==> config.mk <==
export PLATFORM = sky130hd
export DESIGN_NAME = game_pad_serial_responder
export DESIGN_NICKNAME = d
export VERILOG_FILES = /design/src/gpsr_pkg.sv /design/src/gpsr_cfg_regs.sv /design/src/gpsr_core.sv /design/src/game_pad_serial_responder.sv
export SDC_FILE = /design/constraint.sdc
export NUM_CORES = 1
export LEC_CHECK = 0
export ABC_AREA = 0
export BUFFER_PORTS_ARGS = -buffer_cell sky130_fd_sc_hd__buf_2
export CAP_MARGIN = 20
export CORE_UTILIZATION = 35
export DETAILED_ROUTE_END_ITERATION = 16
export GPL_TIMING_DRIVEN = 0
export SYNTH_ARGS = -nofsm -noshare
export SYNTH_HDL_FRONTEND = slang
export SYNTH_HIERARCHICAL = 1
export SYNTH_SLANG_ARGS = --single-unit
==> constraint.sdc <==
create_clock -name aclk -period 8.2 [get_ports aclk]
set_clock_uncertainty 0.2 [all_clocks]
set_input_delay 0.41 -clock aclk [delete_from_list [all_inputs] [get_ports aclk]]
set_output_delay 0.41 -clock aclk [all_outputs]
set_load 0.01 [all_outputs]
==> src/gpsr_pkg.sv <==
// Shared types and constants for the game-pad serial responder.
// No dependencies; every other file in src refers to it by scoped names.
`default_nettype none

package gpsr_pkg;

    // Request kinds carried in the slave-side tuser
    typedef enum logic [1:0] {
        OP_FRAME  = 2'd0,
        OP_BYTE   = 2'd1,
        OP_LOAD   = 2'd2,
        OP_TOGGLE = 2'd3
    } op_t;

    // Motor event kinds carried in the master-side tuser
    localparam logic [1:0] MOTOR_NONE  = 2'd0;
    localparam logic [1:0] MOTOR_SMALL = 2'd1;
    localparam logic [1:0] MOTOR_BIG   = 2'd2;

    // Host commands
    localparam logic [7:0] CMD_READ   = 8'h42;
    localparam logic [7:0] CMD_CONFIG = 8'h43;
    localparam logic [7:0] CMD_SETMOD = 8'h44;
    localparam logic [7:0] CMD_MODEL  = 8'h45;
    localparam logic [7:0] CMD_ACT    = 8'h46;
    localparam logic [7:0] CMD_COMB   = 8'h47;
    localparam logic [7:0] CMD_QMODE  = 8'h4c;
    localparam logic [7:0] CMD_ALIGN  = 8'h4d;

    // Fixed reply bytes
    localparam logic [7:0] ID_CONFIG   = 8'hf3;
    localparam logic [7:0] ID_DIGITAL  = 8'h41;
    localparam logic [7:0] ID_ANALOG   = 8'h53;
    localparam logic [7:0] ACK_BYTE    = 8'h5a;
    localparam logic [7:0] IDLE_BYTE   = 8'hff;
    localparam logic [7:0] ACT_STRONG  = 8'h14;
    localparam logic [7:0] ACT_WEAK    = 8'h0a;
    localparam logic [7:0] SETMOD_ANA  = 8'h01;
    localparam logic [7:0] SETMOD_LOCK = 8'h03;

    // Frame lengths in data bytes
    localparam logic [2:0] FLEN_SHORT = 3'd2;
    localparam logic [2:0] FLEN_LONG  = 3'd6;

    // Register indexes on the configuration port
    localparam logic [1:0] REG_DIGITAL_CODE = 2'd0;
    localparam logic [1:0] REG_ANALOG_CODE  = 2'd1;
    localparam logic [1:0] REG_PORT0_START  = 2'd2;
    localparam logic [1:0] REG_PORT1_START  = 2'd3;

    localparam logic [7:0] DIGITAL_CODE_RESET = 8'h04;
    localparam logic [7:0] ANALOG_CODE_RESET  = 8'h07;

    // Six pad bytes of one port, byte 0 = first button byte
    typedef logic [5:0][7:0] pad_set_t;
    localparam pad_set_t PAD_RESET = {8'h7f, 8'h7f, 8'h7f, 8'h7f, 8'hff, 8'hff};

    typedef struct packed {
        op_t          op;
        logic         port;
        logic [7:0]   host_byte;
        pad_set_t     pad;
    } in_item_t;

    typedef struct packed {
        logic [7:0]  reply_byte;
        logic [1:0]  motor_kind;
        logic [15:0] motor_strength;
        logic        analog_led;
    } result_t;

    // Configuration values and start-mode write strobes
    typedef struct packed {
        logic [7:0] digital_code;
        logic [7:0] analog_code;
        logic [1:0] start_wr;
        logic [1:0] start_val;
    } cfg_t;

endpackage

`default_nettype wire

==> src/gpsr_cfg_regs.sv <==
// APB register file: mode codes and per-port start modes.
// Depends on gpsr_pkg for register indexes and the cfg_t bundle.
`default_nettype none

module gpsr_cfg_regs (
    input  wire logic          aclk,
    input  wire logic          aresetn,
    input  wire logic          psel,
    input  wire logic          penable,
    input  wire logic          pwrite,
    input  wire logic [3:0]    paddr,
    input  wire logic [31:0]   pwdata,
    output logic [31:0]        prdata,
    output logic               pready,
    output gpsr_pkg::cfg_t     cfg
);

    logic [7:0] digital_code_reg;
    logic [7:0] analog_code_reg;
    logic       start0_reg;
    logic       start1_reg;
    logic       wr_en;
    logic [1:0] reg_idx;

    assign pready  = 1'b1;
    assign wr_en   = psel && penable && pwrite;
    assign reg_idx = paddr[3:2];

    // Update registers on the access phase of a write
    always_ff @(posedge aclk) begin
        if (!aresetn) begin
            digital_code_reg <= gpsr_pkg::DIGITAL_CODE_RESET;
            analog_code_reg  <= gpsr_pkg::ANALOG_CODE_RESET;
            start0_reg       <= 1'b0;
            start1_reg       <= 1'b0;
        end else if (wr_en) begin
            unique case (reg_idx)
                gpsr_pkg::REG_DIGITAL_CODE: digital_code_reg <= pwdata[7:0];
                gpsr_pkg::REG_ANALOG_CODE:  analog_code_reg  <= pwdata[7:0];
                gpsr_pkg::REG_PORT0_START:  start0_reg       <= pwdata[0];
                gpsr_pkg::REG_PORT1_START:  start1_reg       <= pwdata[0];
                default: ;
            endcase
        end
    end

    // Read back
    always_comb begin
        unique case (reg_idx)
            gpsr_pkg::REG_DIGITAL_CODE: prdata = {24'd0, digital_code_reg};
            gpsr_pkg::REG_ANALOG_CODE:  prdata = {24'd0, analog_code_reg};
            gpsr_pkg::REG_PORT0_START:  prdata = {31'd0, start0_reg};
            gpsr_pkg::REG_PORT1_START:  prdata = {31'd0, start1_reg};
            default:                    prdata = 32'd0;
        endcase
    end

    // A start-mode write also sets that port's mode at once
    assign cfg.digital_code = digital_code_reg;
    assign cfg.analog_code  = analog_code_reg;
    assign cfg.start_wr[0]  = wr_en && (reg_idx == gpsr_pkg::REG_PORT0_START);
    assign cfg.start_wr[1]  = wr_en && (reg_idx == gpsr_pkg::REG_PORT1_START);
    assign cfg.start_val    = {pwdata[0], pwdata[0]};

endmodule

`default_nettype wire

==> src/gpsr_core.sv <==
// Protocol state and single-pass reply logic for one request per cycle.
// Depends on gpsr_pkg for commands, reply constants and bundles.
`default_nettype none

module gpsr_core (
    input  wire logic               aclk,
    input  wire logic               aresetn,
    input  wire logic               fire,
    input  gpsr_pkg::in_item_t      item,
    input  gpsr_pkg::cfg_t          cfg,
    output gpsr_pkg::result_t       res
);

    // Per-port state
    logic [1:0]         analog_reg, analog_next;
    logic [1:0]         in_cfg_reg, in_cfg_next;
    logic [1:0]         locked_reg, locked_next;
    logic [1:0]         mode_chg_reg, mode_chg_next;
    gpsr_pkg::pad_set_t pad_reg  [2];
    gpsr_pkg::pad_set_t pad_next [2];

    // Frame state
    logic       active_port_reg, active_port_next;
    logic [7:0] cmd_reg, cmd_next;
    logic [7:0] pos_reg, pos_next;
    logic [2:0] flen_reg, flen_next;
    logic [7:0] saved_reg, saved_next;

    // Decode helpers
    logic       p;
    logic [7:0] d;
    logic       is_query;
    logic [2:0] flen_eff;
    logic       in_frame;
    logic [2:0] pad_idx;
    logic [7:0] pad_rd;
    logic [2:0] apply_at;
    logic       led_port;

    // Data-byte decode shared by all commands
    always_comb begin
        p        = active_port_reg;
        d        = pos_reg - 8'd2;
        is_query = (cmd_reg == gpsr_pkg::CMD_SETMOD) || (cmd_reg == gpsr_pkg::CMD_MODEL) ||
                   (cmd_reg == gpsr_pkg::CMD_ACT)    || (cmd_reg == gpsr_pkg::CMD_COMB)  ||
                   (cmd_reg == gpsr_pkg::CMD_QMODE)  || (cmd_reg == gpsr_pkg::CMD_ALIGN);
        flen_eff = (!in_cfg_reg[p] && is_query) ? gpsr_pkg::FLEN_LONG : flen_reg;
        in_frame = {5'd0, flen_eff} > d;
        pad_idx  = in_frame ? d[2:0] : 3'd0;
        pad_rd   = pad_reg[p][pad_idx];
        apply_at = (flen_eff > 3'd2) ? (flen_eff - 3'd2) : 3'd1;
    end

    // Next state and result
    always_comb begin
        analog_next      = analog_reg;
        in_cfg_next      = in_cfg_reg;
        locked_next      = locked_reg;
        mode_chg_next    = mode_chg_reg;
        pad_next         = pad_reg;
        active_port_next = active_port_reg;
        cmd_next         = cmd_reg;
        pos_next         = pos_reg;
        flen_next        = flen_reg;
        saved_next       = saved_reg;
        res              = '0;
        led_port         = item.port;

        if (fire) begin
            unique case (item.op)
                gpsr_pkg::OP_FRAME: begin
                    active_port_next = item.port;
                    pos_next         = 8'd0;
                    res.reply_byte   = gpsr_pkg::IDLE_BYTE;
                end
                gpsr_pkg::OP_BYTE: begin
                    led_port = p;
                    pos_next = (pos_reg == 8'hff) ? pos_reg : pos_reg + 8'd1;
                    priority if (pos_reg == 8'd0) begin
                        // Command byte: latch command, answer with the pad id
                        cmd_next  = item.host_byte;
                        flen_next = (in_cfg_reg[p] || analog_reg[p]) ?
                                    gpsr_pkg::FLEN_LONG : gpsr_pkg::FLEN_SHORT;
                        if (in_cfg_reg[p]) begin
                            res.reply_byte = gpsr_pkg::ID_CONFIG;
                        end else if (analog_reg[p]) begin
                            res.reply_byte = gpsr_pkg::ID_ANALOG;
                        end else begin
                            res.reply_byte = gpsr_pkg::ID_DIGITAL;
                        end
                    end else if (pos_reg == 8'd1) begin
                        res.reply_byte   = mode_chg_reg[p] ? 8'h00 : gpsr_pkg::ACK_BYTE;
                        mode_chg_next[p] = 1'b0;
                    end else begin
                        flen_next = flen_eff;
                        if (in_frame) begin
                            if (d == 8'd0) begin
                                saved_next = item.host_byte;
                            end
                            unique case (cmd_reg)
                                gpsr_pkg::CMD_READ: begin
                                    res.reply_byte = pad_rd;
                                    if (d == 8'd1) begin
                                        res.motor_kind     = gpsr_pkg::MOTOR_SMALL;
                                        res.motor_strength = (item.host_byte != 8'd0) ?
                                                             16'hffff : 16'h0000;
                                    end else if (d == 8'd0) begin
                                        res.motor_kind     = gpsr_pkg::MOTOR_BIG;
                                        res.motor_strength = {item.host_byte, 8'h00};
                                    end
                                end
                                gpsr_pkg::CMD_CONFIG: begin
                                    res.reply_byte = in_cfg_reg[p] ? 8'h00 : pad_rd;
                                    if (d != 8'd0 && d == {5'd0, apply_at}) begin
                                        in_cfg_next[p] = (saved_reg != 8'd0);
                                    end
                                end
                                gpsr_pkg::CMD_MODEL: begin
                                    unique case (d)
                                        8'd0:    res.reply_byte = 8'h01;
                                        8'd1:    res.reply_byte = 8'h02;
                                        8'd2:    res.reply_byte = {7'd0, analog_reg[p]};
                                        8'd3:    res.reply_byte = 8'h02;
                                        8'd4:    res.reply_byte = 8'h01;
                                        default: res.reply_byte = 8'h00;
                                    endcase
                                end
                                gpsr_pkg::CMD_ACT: begin
                                    unique case (d)
                                        8'd3: res.reply_byte = (saved_reg != 8'd0) ?
                                                               8'h00 : 8'h02;
                                        8'd4: res.reply_byte = (saved_reg != 8'd0) ?
                                                               8'h01 : 8'h00;
                                        8'd5: res.reply_byte = (saved_reg != 8'd0) ?
                                                               gpsr_pkg::ACT_STRONG :
                                                               gpsr_pkg::ACT_WEAK;
                                        default: res.reply_byte = 8'h00;
                                    endcase
                                end
                                gpsr_pkg::CMD_COMB: begin
                                    res.reply_byte = (d == 8'd2) ? 8'h02 : 8'h00;
                                end
                                gpsr_pkg::CMD_QMODE: begin
                                    if (d == 8'd3) begin
                                        res.reply_byte = (saved_reg != 8'd0) ?
                                                         cfg.analog_code : cfg.digital_code;
                                    end
                                end
                                gpsr_pkg::CMD_SETMOD: begin
                                    // Mark a mode or lock change for the next frame
                                    if (d == 8'd0) begin
                                        analog_next[p] = (item.host_byte == gpsr_pkg::SETMOD_ANA);
                                        if (analog_next[p] != analog_reg[p]) begin
                                            mode_chg_next[p] = 1'b1;
                                        end
                                    end else if (d == 8'd1) begin
                                        locked_next[p] =
                                            (item.host_byte == gpsr_pkg::SETMOD_LOCK);
                                        if (locked_next[p] != locked_reg[p]) begin
                                            mode_chg_next[p] = 1'b1;
                                        end
                                    end
                                end
                                gpsr_pkg::CMD_ALIGN: begin
                                    if (d == 8'd0) begin
                                        res.reply_byte = 8'h00;
                                    end else if (d == 8'd1) begin
                                        res.reply_byte = 8'h01;
                                    end else begin
                                        res.reply_byte = 8'hff;
                                    end
                                end
                                default: res.reply_byte = 8'h00;
                            endcase
                        end
                    end
                end
                gpsr_pkg::OP_LOAD: begin
                    pad_next[item.port] = item.pad;
                end
                gpsr_pkg::OP_TOGGLE: begin
                    analog_next[item.port] = !analog_reg[item.port];
                end
                default: ;
            endcase
        end

        // Start-mode writes are to arrive only while idle; the core does not enforce it
        if (cfg.start_wr[0]) begin
            analog_next[0] = cfg.start_val[0];
        end
        if (cfg.start_wr[1]) begin
            analog_next[1] = cfg.start_val[1];
        end

        res.analog_led = analog_next[led_port];
    end

    // Hold state
    always_ff @(posedge aclk) begin
        if (!aresetn) begin
            analog_reg      <= 2'b00;
            in_cfg_reg      <= 2'b00;
            locked_reg      <= 2'b00;
            mode_chg_reg    <= 2'b00;
            pad_reg[0]      <= gpsr_pkg::PAD_RESET;
            pad_reg[1]      <= gpsr_pkg::PAD_RESET;
            active_port_reg <= 1'b0;
            cmd_reg         <= 8'd0;
            pos_reg         <= 8'd0;
            flen_reg        <= 3'd0;
            saved_reg       <= 8'd0;
        end else begin
            analog_reg      <= analog_next;
            in_cfg_reg      <= in_cfg_next;
            locked_reg      <= locked_next;
            mode_chg_reg    <= mode_chg_next;
            pad_reg         <= pad_next;
            active_port_reg <= active_port_next;
            cmd_reg         <= cmd_next;
            pos_reg         <= pos_next;
            flen_reg        <= flen_next;
            saved_reg       <= saved_next;
        end
    end

    // Motor events come only from byte exchanges
    assert property (@(posedge aclk) disable iff (!aresetn)
        (fire && item.op != gpsr_pkg::OP_BYTE) |-> (res.motor_kind == gpsr_pkg::MOTOR_NONE))
        else $error("motor event outside a byte exchange");

    // Frame start rewinds the byte position
    assert property (@(posedge aclk) disable iff (!aresetn)
        (fire && item.op == gpsr_pkg::OP_FRAME) |=> (pos_reg == 8'd0))
        else $error("byte position not cleared by frame start");

    // Frame length is always zero (its reset value) or one of the legal lengths
    assert property (@(posedge aclk) disable iff (!aresetn)
        (flen_reg == 3'd0) || (flen_reg == gpsr_pkg::FLEN_SHORT) ||
        (flen_reg == gpsr_pkg::FLEN_LONG))
        else $error("illegal frame length");

    // The status byte clears the mode-changed mark
    assert property (@(posedge aclk) disable iff (!aresetn)
        (fire && item.op == gpsr_pkg::OP_BYTE && pos_reg == 8'd1)
        |=> !mode_chg_reg[$past(active_port_reg)])
        else $error("mode-changed mark survived the status byte");

    // The saved argument moves only on a byte exchange
    assert property (@(posedge aclk) disable iff (!aresetn)
        !(fire && item.op == gpsr_pkg::OP_BYTE) |=> $stable(saved_reg))
        else $error("saved argument changed without a byte exchange");

endmodule

`default_nettype wire

==> src/game_pad_serial_responder.sv <==
// Top level: request and result registers around the responder core,
// plus the APB register file. Depends on gpsr_pkg, gpsr_cfg_regs, gpsr_core.
//
//   channel   direction  handshake             payload
//   s_        in         s_tvalid / s_tready   s_tdata 56 bits, s_tuser 3 bits
//   m_        out        m_tvalid / m_tready   m_tdata 32 bits, m_tuser 2 bits
//   APB       in         psel/penable/pready   paddr 4, pwdata/prdata 32
//
// A request passes from the request register through the core to the result
// register, which answers it. One request per cycle is sustained while m_tready
// is high; the single core pass between the two registers sets that rate.
// Reset (aresetn low, synchronous) empties both registers; there is no clearing pass.
// A stalled result holds the result register, and the request register keeps
// accepting until it is full too.
`default_nettype none

module game_pad_serial_responder (
    input  wire logic        aclk,
    input  wire logic        aresetn,
    // request channel
    input  wire logic        s_tvalid,
    output logic             s_tready,
    // [7:0] host_byte, [15:8] buttons_first, [23:16] buttons_second,
    // [31:24] right_x, [39:32] right_y, [47:40] left_x, [55:48] left_y
    input  wire logic [55:0] s_tdata,
    // [1:0] op, [2] port
    input  wire logic [2:0]  s_tuser,
    // result channel
    output logic             m_tvalid,
    input  wire logic        m_tready,
    // [7:0] reply_byte, [23:8] motor_strength, [24] analog_led, [31:25] zero
    output logic [31:0]      m_tdata,
    // [1:0] motor_kind
    output logic [1:0]       m_tuser,
    // configuration port
    input  wire logic        psel,
    input  wire logic        penable,
    input  wire logic        pwrite,
    input  wire logic [3:0]  paddr,
    input  wire logic [31:0] pwdata,
    output logic [31:0]      prdata,
    output logic             pready
);

    gpsr_pkg::cfg_t     cfg;
    gpsr_pkg::in_item_t in_item_reg;
    gpsr_pkg::result_t  core_res;
    gpsr_pkg::result_t  out_res_reg;
    logic               in_valid_reg, in_valid_next;
    logic               out_valid_reg, out_valid_next;
    logic               s_accept;
    logic               advance;

    gpsr_cfg_regs u_cfg (
        .aclk    (aclk),
        .aresetn (aresetn),
        .psel    (psel),
        .penable (penable),
        .pwrite  (pwrite),
        .paddr   (paddr),
        .pwdata  (pwdata),
        .prdata  (prdata),
        .pready  (pready),
        .cfg     (cfg)
    );

    gpsr_core u_core (
        .aclk    (aclk),
        .aresetn (aresetn),
        .fire    (advance),
        .item    (in_item_reg),
        .cfg     (cfg),
        .res     (core_res)
    );

    // Advance a held request when the result register is free or being drained
    assign advance  = in_valid_reg && (!out_valid_reg || m_tready);
    assign s_tready = !in_valid_reg || advance;
    assign s_accept = s_tvalid && s_tready;

    always_comb begin
        in_valid_next = in_valid_reg;
        if (s_accept) begin
            in_valid_next = 1'b1;
        end else if (advance) begin
            in_valid_next = 1'b0;
        end

        out_valid_next = out_valid_reg;
        if (advance) begin
            out_valid_next = 1'b1;
        end else if (m_tready) begin
            out_valid_next = 1'b0;
        end
    end

    // Valid flags
    always_ff @(posedge aclk) begin
        if (!aresetn) begin
            in_valid_reg  <= 1'b0;
            out_valid_reg <= 1'b0;
        end else begin
            in_valid_reg  <= in_valid_next;
            out_valid_reg <= out_valid_next;
        end
    end

    // Capture the request and the result
    always_ff @(posedge aclk) begin
        if (s_accept) begin
            in_item_reg.op        <= gpsr_pkg::op_t'(s_tuser[1:0]);
            in_item_reg.port      <= s_tuser[2];
            in_item_reg.host_byte <= s_tdata[7:0];
            in_item_reg.pad       <= s_tdata[55:8];
        end
        if (advance) begin
            out_res_reg <= core_res;
        end
    end

    assign m_tvalid = out_valid_reg;
    assign m_tdata  = {7'd0, out_res_reg.analog_led, out_res_reg.motor_strength,
                       out_res_reg.reply_byte};
    assign m_tuser  = out_res_reg.motor_kind;

endmodule

`default_nettype wire

==> results of run 1 <==
-- report_power, final --
group          switching, mW  leakage (nW)  internal, mW
combinational         0.0959          3.23        0.0871
sequential            0.0239          2.05          1.26
clock                  0.490         0.429         0.705
total                  0.610          5.71          2.06
-- timing repair --
item | 4_1_cts | 5_1_grt
hold buffers | 68 | 0
buffers inserted | 0 | 0
hold endpoints to repair | 75 | 0
-- through the flow --
stage / setup slack, ns / hold WS, ns / std cells / instance area [sq um] / util
global route: 3.60 / 0.0339 / 1764 / 13700 / 0.448
detailed placement: 3.82 / 0.236 / 1647 / 12200 / 0.397
finish: 3.76 / 0.0223 / 1764 / 13700 / 0.448
global placement: 2.62 / 0.234 / 1644 / 12100 / 0.394
floorplan: 4.10 / 0.220 / 1137 / 11000 / -
CTS: 3.81 / 0.00856 / 1764 / 13700 / 0.448
-- layer usage --
layer  wire length (um)  up-vias  share of wire  track usage
li1                   -     4301              -            -
met1              13300     4178           0.45        0.241
met2              13900      266           0.47        0.314
met3               1570       49          0.053       0.0299
met4                812        0          0.027       0.0561
met5                  0        -              0            0
-- path summary, 6_finish.rpt --
check	start	endpoint	slack (ns)
max reg2reg	u_core/active_port_reg	m_tdata[2]	3.76
max	u_core/active_port_reg	m_tdata[2]	3.76
min	m_tready	in_valid_reg	0.02
min reg2reg	u_core/flen_reg[0]	u_core/flen_reg[0]	0.25
-- layout make-up --
class,instances,area [sq um],share of cell area
buffer,102,592,0.0431
timing repair buffer,182,1300,0.0949
multi-input combinational,783,4780,0.348
tap,396,495,0.0361
clock inverter,14,134,0.00975
inverter,14,52.6,0.00383
sequential,238,5630,0.410
clock buffer,35,747,0.0544
-- cells in the final DEF, fill, tap and decap left out, types with 17 or more instances in the layout --
master / instances
nor2_1: 50
clkbuf_16: 28
mux2i_1: 43
dlygate4sd3_1: 68
edfxtp_1: 86
a21boi_0: 17
mux4_2: 23
buf_2: 118
nor2b_1: 20
conb_1: 32
buf_4: 41
clkbuf_1: 49
nand3_1: 106
nand2_1: 286
a21oi_1: 19
o21ai_0: 18
dfxtp_1: 152
-- critical path: cells and delay by family (launching register included) --
kind | cells | cell delay [ns]
adder cells (fa/ha/maj) | 1 | 0.25
multiplexers | 1 | 0.43
AO/OA/AOI/OAI | 3 | 0.81
flip-flops | 1 | 0.30
buffers and inverters | 1 | 0.30
AND/OR/NAND/NOR | 7 | 1.92
-- kinds of logic (layout without fill, tap and decap cells) --
group,after synthesis,in the layout,share of synthesized area
simple gates,546,546,0.239
buf+inv,116,347,0.0590
xor+xnor,10,10,0.00802
compound gates,116,116,0.0758
flops,238,238,0.515
fa+ha+maj,9,9,0.0103
other cells,3,32,0.00103
mux,70,70,0.0923
==> metrics.txt, run 1 <==
status=finished, final reports clean; worst slew pin tran=1.07 ns; Die Ht=179 um; Post-synth EDFFs=86; kind of end point of the critical path=flop; RSZ-0062 raised after global routing=false; Antenna Cells=0; MaxCap Viol Count=0; wire length per cell=16.7 um; Syn Std Cell Area=10900 sq um; Post-DP HPWL=20.9 mm; Post-synth top cells=286 x nand2_1, 152 x dfxtp_1, 106 x nand3_1; initial DRC count=529; vias per cell=4.99; # IOs=171; Hold Path Class=in2reg; TritonCTS clock tree=yes; starting density of the core=0.356; max reg flops=96; CP Launch Type=flop; Tcrit/Tclk final=0.541; critical path's slowest cell=nand4bb_1; r2r worst-path depth=13; Crit path largest cell delay=0.49 ns; fmax=225 MHz; share of the synthesized area in the top cell type=0.279; slew margin rel.=0.282; post-CTS sizing=0; number of synthesized register bits=238; port bufs=111; layout cells sized above 1=0.191; GRT Util Overall=0.185; final setup violation count=0; fraction of registers with async set or reset after synthesis=0; Cell Chain, Critical Path=buf_2 -> mux2_2 -> nand4bb_1 -> nand2b_1 -> ha_1 -> nand3_1 -> and2_1 -> o21a_2 -> nand3_2 -> nand4bb_1 -> nor3_2 -> o211ai_1 -> o31ai_1; Setup TNS=0 ns; largest net degree at the start of global routing=33; Core Footprint=30700 sq um; fill cell count=2984; GP Congestion=0.924; DRC=0; gr ovfl total=0; Yosys cell types=85; H-tree depth=1; fin crit period=4.44 ns; Pwr Total=2.67 mW; Syn Inst Count=1108; Hold Vio Cnt, Final=0; Sink Count=238; Worst-path clk slew=0.06 ns; width of the chip=179 um; register area share after synthesis=0.515; Worst Hold Depth=3; Clock Latency Late Sink=0.56 ns; via count=8794; pwr dens=194 nW/um^2; final slew viol count=0; Final #Nets=1459; wire length of the first global-routing pass=45.8 mm; Area growth, synth to finish=25.7%; WS Path Type=reg2reg; crit-path max FO=10; cell taking the most area after synthesis=dfxtp_1; Worst EP arrival=4.55 ns; Post-Route WL=29.5 mm; vias in the first global route=8411; total CTS buffers=27; Synth area leaders=dfxtp_1 28%, edfxtp_1 24%, nand2_1 9.8%; initial antenna violation count=0; VDD IR-drop max=0.000173 V; Synth Flop Type=dfxtp_1; most common cell in the netlist=nand2_1; Row Count=64; most frequent CP cell=nand4bb_1; Pleak=5.71 nW; die area=31900 sq um; Worst Path Required=8.31 ns; root buffer cell=clkbuf_16; Initial DRT Pass Iterations=5; Max Root-Sink Buffers=3; Antenna Nets Post-Route=0; Syn Area/Cell=9.86 sq um; Yosys Warn Count=6
No activity file was read; power rests on OpenSTA's default activity.
==> inputs of run 2 (changes only) <==
clock period = 4.31 ns   (was 8.2 ns; I/O delays follow)
==> run 2 against run 1 <==
Against the previous run:
- largest cell class unchanged
- final cell count up 0.57%
- via count up 1.1%
- combinational power up 94%
- critical path type unchanged
- die area is the same
- critical endpoint is now m_tdata[3]
==> metrics.txt, run 2 (synthesis results as in run 1) <==
commonest non-fill, non-tap cell in the layout=nand2_1; DRC=0; kind of end point of the critical path=flop; wire length per cell=16.7 um; # IOs=171; GRT Util Overall=0.186; VDD IR-drop max=0.000329 V; most frequent CP cell=o21a_1; Tcrit/Tclk final=0.963; M1 GR Usage=0.241; port bufs=111; Worst Path Required=4.41 ns; Row Count=64; Initial DRT Pass Iterations=5; Hold Path Class=in2reg; status=finished, final reports clean; dpl cells=1647; layout cells sized above 1=0.190; slew margin rel.=0.258; max reg flops=96; CP bufs+invs=2; die area=31900 sq um; fin crit period=4.15 ns; initial DRC count=634; Max Root-Sink Buffers=3; via count=8891; final slew viol count=0; starting density of the core=0.356; Worst EP arrival=4.25 ns; Die Ht=179 um; Cell Chain, Critical Path=buf_4 -> mux2_2 -> nand4bb_4 -> nand2b_1 -> ha_1 -> nor2b_1 -> o21a_1 -> o21a_2 -> nand3_4 -> buf_6 -> mux4_1 -> o221ai_1 -> nor2_1 -> o21a_1; Clock Latency Late Sink=0.56 ns; TritonCTS clock tree=yes; Crit path largest cell delay=0.64 ns; total CTS buffers=27; Final #Nets=1469; Area growth, synth to finish=26.9%; met3 GRT Util=0.0299; design area=13900 sq um; H-tree depth=1; Post-DP HPWL=20.9 mm; final setup violation count=0; Worst-path clk slew=0.06 ns; largest net degree at the start of global routing=33; Core Footprint=30700 sq um; pwr dens=366 nW/um^2; fmax=241 MHz; wire length of the first global-routing pass=46.1 mm; Crit path max-delay family=multiplexers; GP Congestion=0.924; vias per cell=5.01; worst slew pin tran=1.10 ns; crit-path max FO=10; root buffer cell=clkbuf_16; Antenna Cells=0; vias in the first global route=8486; WS Path Type=reg2reg; gr ovfl total=0; GRT Max-Usage Layer=met2; critical path's slowest cell=mux4_1; RSZ-0062 raised after global routing=false; Pleak=5.77 nW; Antenna Nets Post-Route=0; Hold Vio Cnt, Final=0; commonest cells after routing, fill and taps aside=286 x nand2_1, 152 x dfxtp_1, 117 x buf_2; MaxCap Viol Count=0; Sink Count=238; Post-Route WL=29.7 mm; placed cell area=12200 sq um; M2 GR Usage=0.317; Non-Filler Instances=1774; width of the chip=179 um; CP Launch Type=flop; initial antenna violation count=0
run 2: changes by cell type in the layout (fill, tap and decap cells not counted):
| cell | before | now |
|---|---|---|
| nor3_4 | 1 | 2 |
| nand4bb_1 | 3 | 2 |
| nor4b_2 | 1 | 0 |
| nor4b_4 | 0 | 1 |
| buf_4 | 41 | 42 |
| nor3_2 | 3 | 2 |
| dlygate4sd3_1 | 68 | 78 |
| buf_2 | 118 | 117 |
| nand4bb_4 | 0 | 1 |
run 2: timing repair:
| action | in CTS | in global routing |
|---|---|---|
| hold endpoints to repair | 80 | 0 |
| hold buffers | 78 | 0 |
| setup buffers | 0 | 0 |
| setup endpoints to repair | 5 | 12 |
| gates resized for setup | 2 | 3 |
run 2: report_power, final:
part / internal, mW / switching (mW) / total [mW] / leakage (nW)
registers: 2.41 / 0.0458 / 2.45 / 2.05
clock network: 1.34 / 0.929 / 2.27 / 0.429
logic: 0.170 / 0.184 / 0.355 / 3.29
run 2: path summary, 6_finish.rpt:
check / from / endpoint / slack, ns / cells past startpoint
worst max-delay path: u_core/active_port_reg / m_tdata[3] / 0.16 / 14
worst min-delay path: psel / u_cfg/analog_code_reg[0] / 0.06 / 4
worst max register to register: u_core/active_port_reg / m_tdata[3] / 0.16 / 14
worst min register to register: u_core/flen_reg[0] / u_core/flen_reg[0] / 0.24 / 2
run 2: layout make-up:
| type | count | area [sq um] |
|---|---|---|
| Buffer | 102 | 594 |
| Clock buffer | 35 | 747 |
| Clock inverter | 14 | 134 |
| Fill cell | 2961 | 16800 |
| Inverter | 14 | 52.6 |
| Multi-Input combinational cell | 783 | 4810 |
| Sequential cell | 238 | 5630 |
| Tap cell | 396 | 495 |
| Timing Repair Buffer | 192 | 1400 |
run 2: worst register-to-register path, cell delays in order (launching register included):
cell,delay (ns)
dfxtp_1,0.30
buf_4,0.21
mux2_2,0.41
nand4bb_4,0.30
nand2b_1,0.13
ha_1,0.24
nor2b_1,0.13
o21a_1,0.18
o21a_2,0.26
nand3_4,0.16
buf_6,0.23
mux4_1,0.65
o221ai_1,0.22
nor2_1,0.13
o21a_1,0.19
run 2: through the flow:
step / hold WS, ns / utilization / worst slack [ns] / power, mW / setup TNS [ns]
floorplan: 0.114 / - / 0.213 / 2.67 / 0
global placement: 0.192 / 0.394 / -1.16 / 2.79 / -127.60
detailed placement: 0.194 / 0.397 / -0.0699 / 2.80 / -0.202
CTS: 0.0367 / 0.451 / 0.0685 / 5.13 / 0
global route: 0.0764 / 0.452 / 0.0351 / 5.27 / 0
finish: 0.0606 / 0.452 / 0.157 / 5.08 / 0
run 2: layer usage:
layer,up-vias,part of all wire
met5,-,0
met4,0,0.028
met3,54,0.054
met2,302,0.47
met1,4214,0.45
li1,4321,-
